`src/rtl/kmp_pkg.sv`:
```
// ----------------------------------------------------------------------------
// kmp_pkg
// Shared types and constants of the pattern matcher: the command item that
// travels from the front end through the queue to the search engine.
// ----------------------------------------------------------------------------
package kmp_pkg;

  localparam int SYM_W = 8;
  localparam int POS_W = 32;

  // Item kinds, as decoded from mode and starts_new.
  typedef enum logic [1:0] {
    OP_LOAD     = 2'd0,
    OP_TEXT     = 2'd1,
    OP_LOAD_NEW = 2'd2,
    OP_TEXT_NEW = 2'd3
  } op_t;

  typedef struct packed {
    op_t              op;
    logic [SYM_W-1:0] symbol;
  } cmd_t;

endpackage

```
`src/rtl/kmp_front.sv`:
```
// ----------------------------------------------------------------------------
// kmp_front
// Input stage: accepts stream items, classifies them into commands and holds
// one command until the queue takes it.
// ----------------------------------------------------------------------------
module kmp_front
  import kmp_pkg::*;
(
  input  logic             clk,
  input  logic             rst_n,
  input  logic             in_tvalid,
  output logic             in_tready,
  input  logic [SYM_W-1:0] in_tdata,   // symbol
  input  logic [1:0]       in_tuser,   // mode, starts_new
  output logic             cmd_valid,
  input  logic             cmd_ready,
  output cmd_t             cmd
);

  logic valid_r;
  logic valid_nxt;
  cmd_t cmd_r;
  op_t  op_dec;

  assign in_tready = !valid_r || cmd_ready;
  assign cmd_valid = valid_r;
  assign cmd       = cmd_r;

  always_comb begin
    unique case (in_tuser)
      2'b00:   op_dec = OP_LOAD;
      2'b01:   op_dec = OP_TEXT;
      2'b10:   op_dec = OP_LOAD_NEW;
      default: op_dec = OP_TEXT_NEW;
    endcase
  end

  always_comb begin
    valid_nxt = valid_r;
    if (cmd_ready) begin
      valid_nxt = 1'b0;
    end
    if (in_tvalid && in_tready) begin
      valid_nxt = 1'b1;
    end
  end

  always_ff @(posedge clk) begin
    if (!rst_n) begin
      valid_r <= 1'b0;
    end else begin
      valid_r <= valid_nxt;
    end
  end

  always_ff @(posedge clk) begin
    if (in_tvalid && in_tready) begin
      cmd_r.op     <= op_dec;
      cmd_r.symbol <= in_tdata;
    end
  end

endmodule

```
`config.mk`:
```
export PLATFORM = sky130hd
export DESIGN_NAME = kmp_front
export DESIGN_NICKNAME = d
export VERILOG_FILES = /design/src/rtl/kmp_pkg.sv /design/src/rtl/kmp_front.sv
export SDC_FILE = /design/constraint.sdc
export NUM_CORES = 1
export LEC_CHECK = 0
export BUFFER_PORTS_ARGS = -buffer_cell sky130_fd_sc_hd__buf_2
export CAP_MARGIN = 20
export CORE_AREA = 2 2 39 41
export DETAILED_ROUTE_END_ITERATION = 8
export DIE_AREA = 0 0 41 43
export PLACE_DENSITY = 0.66
export SLEW_MARGIN = 10
export SYNTH_ARGS = -nofsm -noshare
export SYNTH_HDL_FRONTEND = slang
export SYNTH_SLANG_ARGS = --single-unit
```
`constraint.sdc`:
```
create_clock -name clk -period 1.8 [get_ports clk]
set_input_delay 0.09 -clock clk [delete_from_list [all_inputs] [get_ports clk]]
set_output_delay 0.09 -clock clk [all_outputs]
set_load 0.1 [all_outputs]
```
==> results.md <==
* Slowest stage delay, CP at around 420 ps
* Detailed Place HPWL at ~530 um
* First-pass GRT wire length at 814 um
* Die H at 43 um
* Reg-to-Reg Start: cmd_valid
* Endpoints failing setup at 0
* Post-CTS setup buffer count at 0
* Setup slack after layout at ~630 ps
* Total die area at between 0.0015 and 0.002 mm^2
* TritonCTS Buffers at 3
* Post-CTS Resized at 0
* Synth warn at 0
* Total grt overflow at 0
* Routed wire length at between 700 and 800 um
* IO buf count at 25
* Hold_buf cts at 3
* Initial antenna violation count at 0
* Simple-gate portion of the synthesized area at 0.0616
* DRC at 0
* Period utilization at 0.651
* Pwr Density at roughly 1000 mW/mm^2
* Post-synthesis sequential area ratio at 0.877
* Mapped cell area at 365 um^2
* Initial DRC Count at 0
* Post-synth top area share at 0.822
* CTS Buffer Depth at 2
* Hold Path Origin: in_tdata[0]
* Cell count after synthesis at 17
* Hold slack at roughly 13 ps
* Synth Area in Adders at 0
* TNS Setup at 0 ps
* Number of enable-type register cells in the synthesized netlist at 10
* Clock sink count at 11
* Leading area contributor after synthesis: edfxtp_1
* GRT Total Usage at 0.0769
* Hold depth at 1
* Slew of the pin with the lowest slew margin at ~500 ps
* Cell variety after synth at 7
* Avg Cell Area, Syn at between 20 and 25 um^2
* Vias/cell at roughly 3.8
* Worst r2r path cells at 2
* CTS Root Buffer Type: clkbuf_4
* List of most frequent post-synthesis cells: edfxtp_1, clkbuf_1
* Routed vias at 255
* R2R setup slack at between 800 and 900 ps
* Rows at 14
* Worst-Skew Late Latency at approximately 250 ps
* Worst-path cell chain: nand2b_4, buf_2
* Top Ports at 26
* Nets at 66
* Final Critical Period at 1170 ps
* Hold Vio Cnt, Final at 0
* Slew Viols, Final at 0
* DP Area at ~500 um^2
* Post-synth net total at 31
* Worst setup path category: flip-flop to primary output
* CTS tree: built
* Via count of the first global-routing pass at 214
* Most common cell in the synthesized netlist: edfxtp_1
* H-Tree Depth at 1
* Area delta synth->final at 64.4%
* Max VDD drop at 474 uV
* FF+latch count, synth at 11
* Largest family of logic cells by synthesized area: simple AND/OR/NAND/NOR gates
* Post-route cell area at 601 um^2
* Max-cap violations at 0
* HP Class: primary input to flip-flop
* Core footprint at 0.00138 mm^2
* Pre-CTS setup slack at approximately 890 ps
* Kind of end point of the critical path: primary output
* Antenna-violating nets left at 0
* Worst clock skew at between 3 and 4 ps
* Most common flop cell mapped by yosys: edfxtp_1
* Leakage Power at approximately 0.00027 uW
* Ys async rst share at 0
* Worst r2r dst: cmd[6]
* Initial Utilization at 0.264
* Complex-gate fraction of the synthesized area at 0.0308
* CTS clk-pin slew, worst paths at roughly 60 ps
* WP data required at 1710 ps
* Largest net degree at the start of global routing at 11
* Final GP Congestion at ~0.58
* Die width at slightly above 40 um
* Slowest CP cell: buf_2
* RSZ-0062 raised after global routing: no
* Synth area leaders: edfxtp_1, dfxtp_1, nand2b_4
* Mux share of post-synthesis cell area at 0
* Max Fclk at 0.854 GHz
* CP arrival at around 1100 ps
* Worst slew margin at 0.672
* Post-Synth XOR/XNOR Area at 0
* N_diodes at 0
* Min-Delay Endpoint: cmd[0]
* Max FO, Critical Path at 3
* Worst setup SP type: flip-flop
* Routed WL per cell at ~11 um
* Outcome: complete, no violations
* DR pass1 iterations at 1
* Layout cell share with drive strength beyond 1 at 0.627
final cells by class:
type / instances / area [um^2]
sequential: 11 / 322
clock buffer: 4 / 26.3
fill: 124 / 783
timing repair buffer: 32 / 195
inverter: 1 / 3.75
multi-input combinational: 3 / 33.8
tap: 16 / 20.0
state kept, by name (all words and copies together), names as in the netlist:
signal	cells
cmd_valid	1
cmd	10
routing by layer:
| metal | up-vias | track usage | share of wire | routed length (um) |
|---|---|---|---|---|
| met3 | 0 | 0.0419 | 0.14 | 98 |
| met1 | 102 | 0.0828 | 0.41 | 292 |
| met4 | 0 | 0.0600 | 0 | 0 |
| li1 | 130 | - | - | - |
| met2 | 23 | 0.106 | 0.45 | 314 |
| met5 | - | 0 | 0 | 0 |
worst max-delay path by stage:
stage           endpoint  cells past startpoint  slack, ps      start
3_5_place_dp      cmd[4]                      2        890  cmd_valid
4_1_cts        in_tready                      2        620  cmd_valid
6_report       in_tready                      2        630  cmd_valid
2_1_floorplan     cmd[0]                      2        280  cmd_valid
5_1_grt        in_tready                      2        590  cmd_valid
3_3_place_gp      cmd[4]                      2        900  cmd_valid
critical path: cells and delay by family, from the launching register on:
family                 cells  cell delay (ps)
flip-flops                 1              330
buffers and inverters      1              420
AND/OR/NAND/NOR            1               70
cells in the final DEF (no fill, tap or decap):
master         instances
buf_2                 25
edfxtp_1              10
dlygate4sd3_1          7
clkbuf_4               3
nand2b_4               1
and2_4                 1
inv_1                  1
a21boi_2               1
clkbuf_1               1
dfxtp_2                1
metrics by stage:
step | std cells | util | power, uW
floorplan | 17 | - | 432
global placement | 56 | 0.364 | 459
detailed placement | 56 | 0.364 | 461
CTS | 63 | 0.405 | 625
global route | 67 | 0.434 | 652
finish | 67 | 0.434 | 621
where the power goes:
group	total, uW	internal (uW)	switching (uW)	leakage, uW
Clock	156	85.4	70.2	0.0000150
Sequential	301	296	4.59	0.000105
Combinational	165	34.6	130	0.000148
cell families after synthesis:
logic type | count (synthesis)
AOI/OAI and AO/OA | 1
buffers and inverters | 3
DFF | 11
and+or+nand+nor | 2
(Power assumes the default switching activity.)
