<file path="src/rtl/kmp_pkg.sv">
// ----------------------------------------------------------------------------
// kmp_pkg
// Shared types and constants of the pattern matcher: the command item that
// travels from the front end through the queue to the search engine.
// ----------------------------------------------------------------------------
package kmp_pkg;

  localparam int SYM_W = 8;
  localparam int POS_W = 32;

  // Item kinds, as decoded from mode and starts_new.
  typedef enum logic [1:0] {
    OP_LOAD     = 2'd0,
    OP_TEXT     = 2'd1,
    OP_LOAD_NEW = 2'd2,
    OP_TEXT_NEW = 2'd3
  } op_t;

  typedef struct packed {
    op_t              op;
    logic [SYM_W-1:0] symbol;
  } cmd_t;

endpackage

</file>
<file path="src/rtl/kmp_queue.sv">
// ----------------------------------------------------------------------------
// kmp_queue
// Two-entry command queue between the front end and the search engine.
// ----------------------------------------------------------------------------
module kmp_queue
  import kmp_pkg::*;
(
  input  logic clk,
  input  logic rst_n,
  input  logic wr_valid,
  output logic wr_ready,
  input  cmd_t wr_cmd,
  output logic rd_valid,
  input  logic rd_ready,
  output cmd_t rd_cmd
);

  cmd_t       slot_r [2];
  logic       wr_ptr_r;
  logic       rd_ptr_r;
  logic [1:0] count_r;
  logic       push;
  logic       pop;

  assign wr_ready = (count_r != 2'd2);
  assign rd_valid = (count_r != 2'd0);
  assign rd_cmd   = slot_r[rd_ptr_r];
  assign push     = wr_valid && wr_ready;
  assign pop      = rd_valid && rd_ready;

  always_ff @(posedge clk) begin
    if (!rst_n) begin
      wr_ptr_r <= 1'b0;
      rd_ptr_r <= 1'b0;
      count_r  <= 2'd0;
    end else begin
      if (push) begin
        wr_ptr_r <= ~wr_ptr_r;
      end
      if (pop) begin
        rd_ptr_r <= ~rd_ptr_r;
      end
      if (push && !pop) begin
        count_r <= count_r + 2'd1;
      end else if (pop && !push) begin
        count_r <= count_r - 2'd1;
      end
    end
  end

  always_ff @(posedge clk) begin
    if (push) begin
      slot_r[wr_ptr_r] <= wr_cmd;
    end
  end

endmodule

</file>
<file path="config.mk">
export PLATFORM = sky130hd
export DESIGN_NAME = kmp_queue
export DESIGN_NICKNAME = d
export VERILOG_FILES = /design/src/rtl/kmp_pkg.sv /design/src/rtl/kmp_queue.sv
export SDC_FILE = /design/constraint.sdc
export NUM_CORES = 1
export LEC_CHECK = 0
export BUFFER_PORTS_ARGS = -buffer_cell sky130_fd_sc_hd__buf_4
export CORE_AREA = 2 2 50 52
export CTS_BUF_LIST = sky130_fd_sc_hd__clkbuf_8
export DETAILED_ROUTE_END_ITERATION = 10
export DIE_AREA = 0 0 52 54
export PLACE_DENSITY = 0.67
export SLEW_MARGIN = 20
export SYNTH_ARGS = -nofsm -noshare
export SYNTH_HDL_FRONTEND = slang
export SYNTH_SLANG_ARGS = --single-unit
</file>
<file path="constraint.sdc">
create_clock -name clk -period 2.05 [get_ports clk]
set_clock_uncertainty 0.2 [all_clocks]
set_input_delay 0.205 -clock clk [delete_from_list [all_inputs] [get_ports clk]]
set_output_delay 0.205 -clock clk [all_outputs]
set_load 0.03 [all_outputs]
</file>
==> results.sh <==
export IMPL_synth_compound_area_frac=0.0365
export IMPL_outcome="complete, no violations"
export IMPL_htreeDepth=1
export IMPL_syn_cell_area_sq_um=961
export IMPL_synthSimpleGateAreaFrac=0.0677
export IMPL_cp_end_kind="output port"
export IMPL_ys_warn_count=0
export IMPL_synth_top_area_frac=0.625
export IMPL_hold_viol=0
export IMPL_dp_worst_setup_slack_ns=0.286
export IMPL_cts_resized=0
export IMPL_worstPathCellList="mux2_2, buf_4"
export IMPL_syn_area_per_cell_sq_um=17.5
export IMPL_fin_ws_ns=0.217
export IMPL_fillers=186
export IMPL_ios=26
export IMPL_fmax_mhz=545
export IMPL_die_h_um=54
export IMPL_antenna_found_initial=0
export IMPL_final_net_count=110
export IMPL_dp_hpwl_mm=1.03
export IMPL_detail_route_antenna_nets=0
export IMPL_cts_clk_slew_worst_paths_ns=0.08
export IMPL_cts_buffers=3
export IMPL_cp_slowest_cell="dfxtp_1"
export IMPL_track_usage=0.135
export IMPL_cap_violations=0
export IMPL_p_leak_nw=0.520
export IMPL_synth_fa_ha_area_frac=0.0130
export IMPL_drtPass1Iterations=4
export IMPL_wl_per_cell_um=13.1
export IMPL_syn_nets=70
export IMPL_clkLatencyLatePin_ns=0.26
export IMPL_core_area_sq_um=2320
export IMPL_worstPathRequired_ns=1.64
export IMPL_cts_tree="built"
export IMPL_drt_iter0_markers=6
export IMPL_synth_xor_area_frac=0.0273
export IMPL_max_stage_delay_ns=0.60
export IMPL_die_w_um=52
export IMPL_r2r_slack_ns=0.28
export IMPL_clock_tree_root_cell="clkbuf_8"
export IMPL_clockBufferDepth=2
export IMPL_rows=18
export IMPL_tns_ns=0
export IMPL_finalCriticalPeriod_ns=1.83
export IMPL_vias_per_cell=4.74
export IMPL_cp_max_fo=10
export IMPL_worst_pin_slew_ns=0.459
export IMPL_grt_max_degree=15
export IMPL_wirelength_mm=1.62
export IMPL_areaGrowthSynthToFinish_pct=39.2
export IMPL_diodes=0
export IMPL_grt_pass1_vias=566
export IMPL_yosysSeqAreaShare=0.729
export IMPL_p_per_area_nw_per_um2=1180
export IMPL_synth_top_cell_by_area="edfxtp_1"
export IMPL_synthDistinctLibCells=19
export IMPL_ir_drop_mv=0.704
export IMPL_drc=0
export IMPL_synthMuxAreaShare=0.117
export IMPL_dieArea_sq_um=2810
export IMPL_grt_pass1_wl_mm=2.58
export IMPL_finalMaxSlewViolations=0
export IMPL_initial_core_util=0.414
export IMPL_overflow=0
export IMPL_drive_above_1_share=0.447
export IMPL_cp_start_kind="flip-flop"
export IMPL_synthTopCellsByArea="edfxtp_1 (63%), mux2_2 (12%), dfxtp_1 (10%)"
export IMPL_setup_viol=0
export IMPL_period_share=0.894
export IMPL_cts_sinks=25
export IMPL_synth_seq_cells=25
export IMPL_hp_class="in -> reg"
export IMPL_postSynthCellCount=55
export IMPL_cp_arrival_ns=1.43
export IMPL_io_buffers=25
export IMPL_rsz0062_at_grt="no"
export IMPL_gp_congestion=0.622
export IMPL_vias=588
export IMPL_synth_top_family_by_area="multiplexers"
export IMPL_critical_path_class="reg -> out"
export IMPL_slew_headroom=0.694
==> critical path, delay by kind of cell (launching register included) <==
family   cells  cell delay, ns
flops        1            0.60
mux          1            0.39
buf+inv      1            0.17
==> cell families (layout without fill, tap and decap cells) <==
group	after synthesis	in the layout
flip-flops	25	25
multiplexers	10	10
AND/OR/NAND/NOR	9	9
AO/OA/AOI/OAI	5	5
XOR/XNOR	3	3
buffers and inverters	2	41
adder cells (fa/ha/maj)	1	1
==> through the flow <==
| step | instances | util | total power, mW | instance area (sq um) | hold slack, ns |
|---|---|---|---|---|---|
| floorplan | 55 | - | 1.11 | 961 | 0.104 |
| global placement | 109 | 0.509 | 1.28 | 1180 | 0.190 |
| detailed placement | 109 | 0.509 | 1.30 | 1180 | 0.196 |
| CTS | 124 | 0.577 | 1.60 | 1340 | 0.0470 |
| global route | 124 | 0.577 | 1.68 | 1340 | 0.0597 |
| finish | 124 | 0.577 | 1.58 | 1340 | 0.0473 |
==> final timing paths <==
| kind | end | from | depth (start not counted) |
|---|---|---|---|
| min | wr_ptr_r | wr_valid | 3 |
| max | rd_cmd[6] | flip-flop | 2 |
| max reg2reg | count_r[1] | count_r[0] | 5 |
| min reg2reg | count_r[1] | count_r[1] | 2 |
==> power breakdown <==
part           switching (mW)  internal [mW]  leakage, nW  total, mW
clock                   0.144          0.136       0.0255      0.280
combinational           0.307          0.282        0.266      0.590
sequential             0.0677          0.642        0.228      0.710
==> layer usage <==
layer | vias up | global-route usage | part of all wire
li1 | 283 | - | -
met1 | 281 | 0.148 | 0.40
met2 | 19 | 0.230 | 0.51
met3 | 5 | 0.0417 | 0.065
met4 | 0 | 0.0789 | 0.023
met5 | - | 0 | 0
==> placed cells by master (no fill, tap or decap), drive strengths merged <==
cell type    Yosys  final
a21bo            1      1
a21boi           2      2
and2             4      4
and3             1      1
buf              1     25
clkbuf           0      3
clkinv           0      1
dfxtp            5      5
dlygate4sd3      0     11
edfxtp          20     20
ha               1      1
inv              1      1
mux2            10     10
nand2b           1      1
nand3b           1      1
o21ai            2      2
or2              1      1
or3              1      1
xnor2            2      2
xor2             1      1
==> state kept, by name, indices dropped and copies added, names as in the netlist, named ones only <==
register / flops
count_r: 2
rd_ptr_r: 1
slot_r: 20
wr_ptr_r: 1
==> final cells by class <==
type | instances | area [sq um] | share of cell area
multi-input cells | 28 | 251 | 0.188
clock inverters | 1 | 5.00 | 0.00374
flip-flops and latches | 25 | 701 | 0.524
well taps | 30 | 37.5 | 0.0281
clock buffers | 3 | 41.3 | 0.0309
inverters | 1 | 3.75 | 0.00281
repair buffers | 36 | 298 | 0.223
==> timing repair <==
item | CTS | global route
hold endpoints to repair | 23 | 0
hold buffers | 11 | 0
buffers inserted | 0 | 0
==> synth_stat cells <==
cell / n
or2_2: 1
a21bo_2: 1
inv_1: 1
and3_1: 1
dfxtp_1: 5
mux2_2: 10
o21ai_0: 1
a21boi_1: 1
nand2b_4: 1
o21ai_1: 1
nand3b_1: 1
ha_1: 1
edfxtp_1: 20
a21boi_0: 1
and2_1: 4
or3_1: 1
xor2_1: 1
xnor2_1: 2
buf_2: 1
Power figures use the tool's default switching activity.
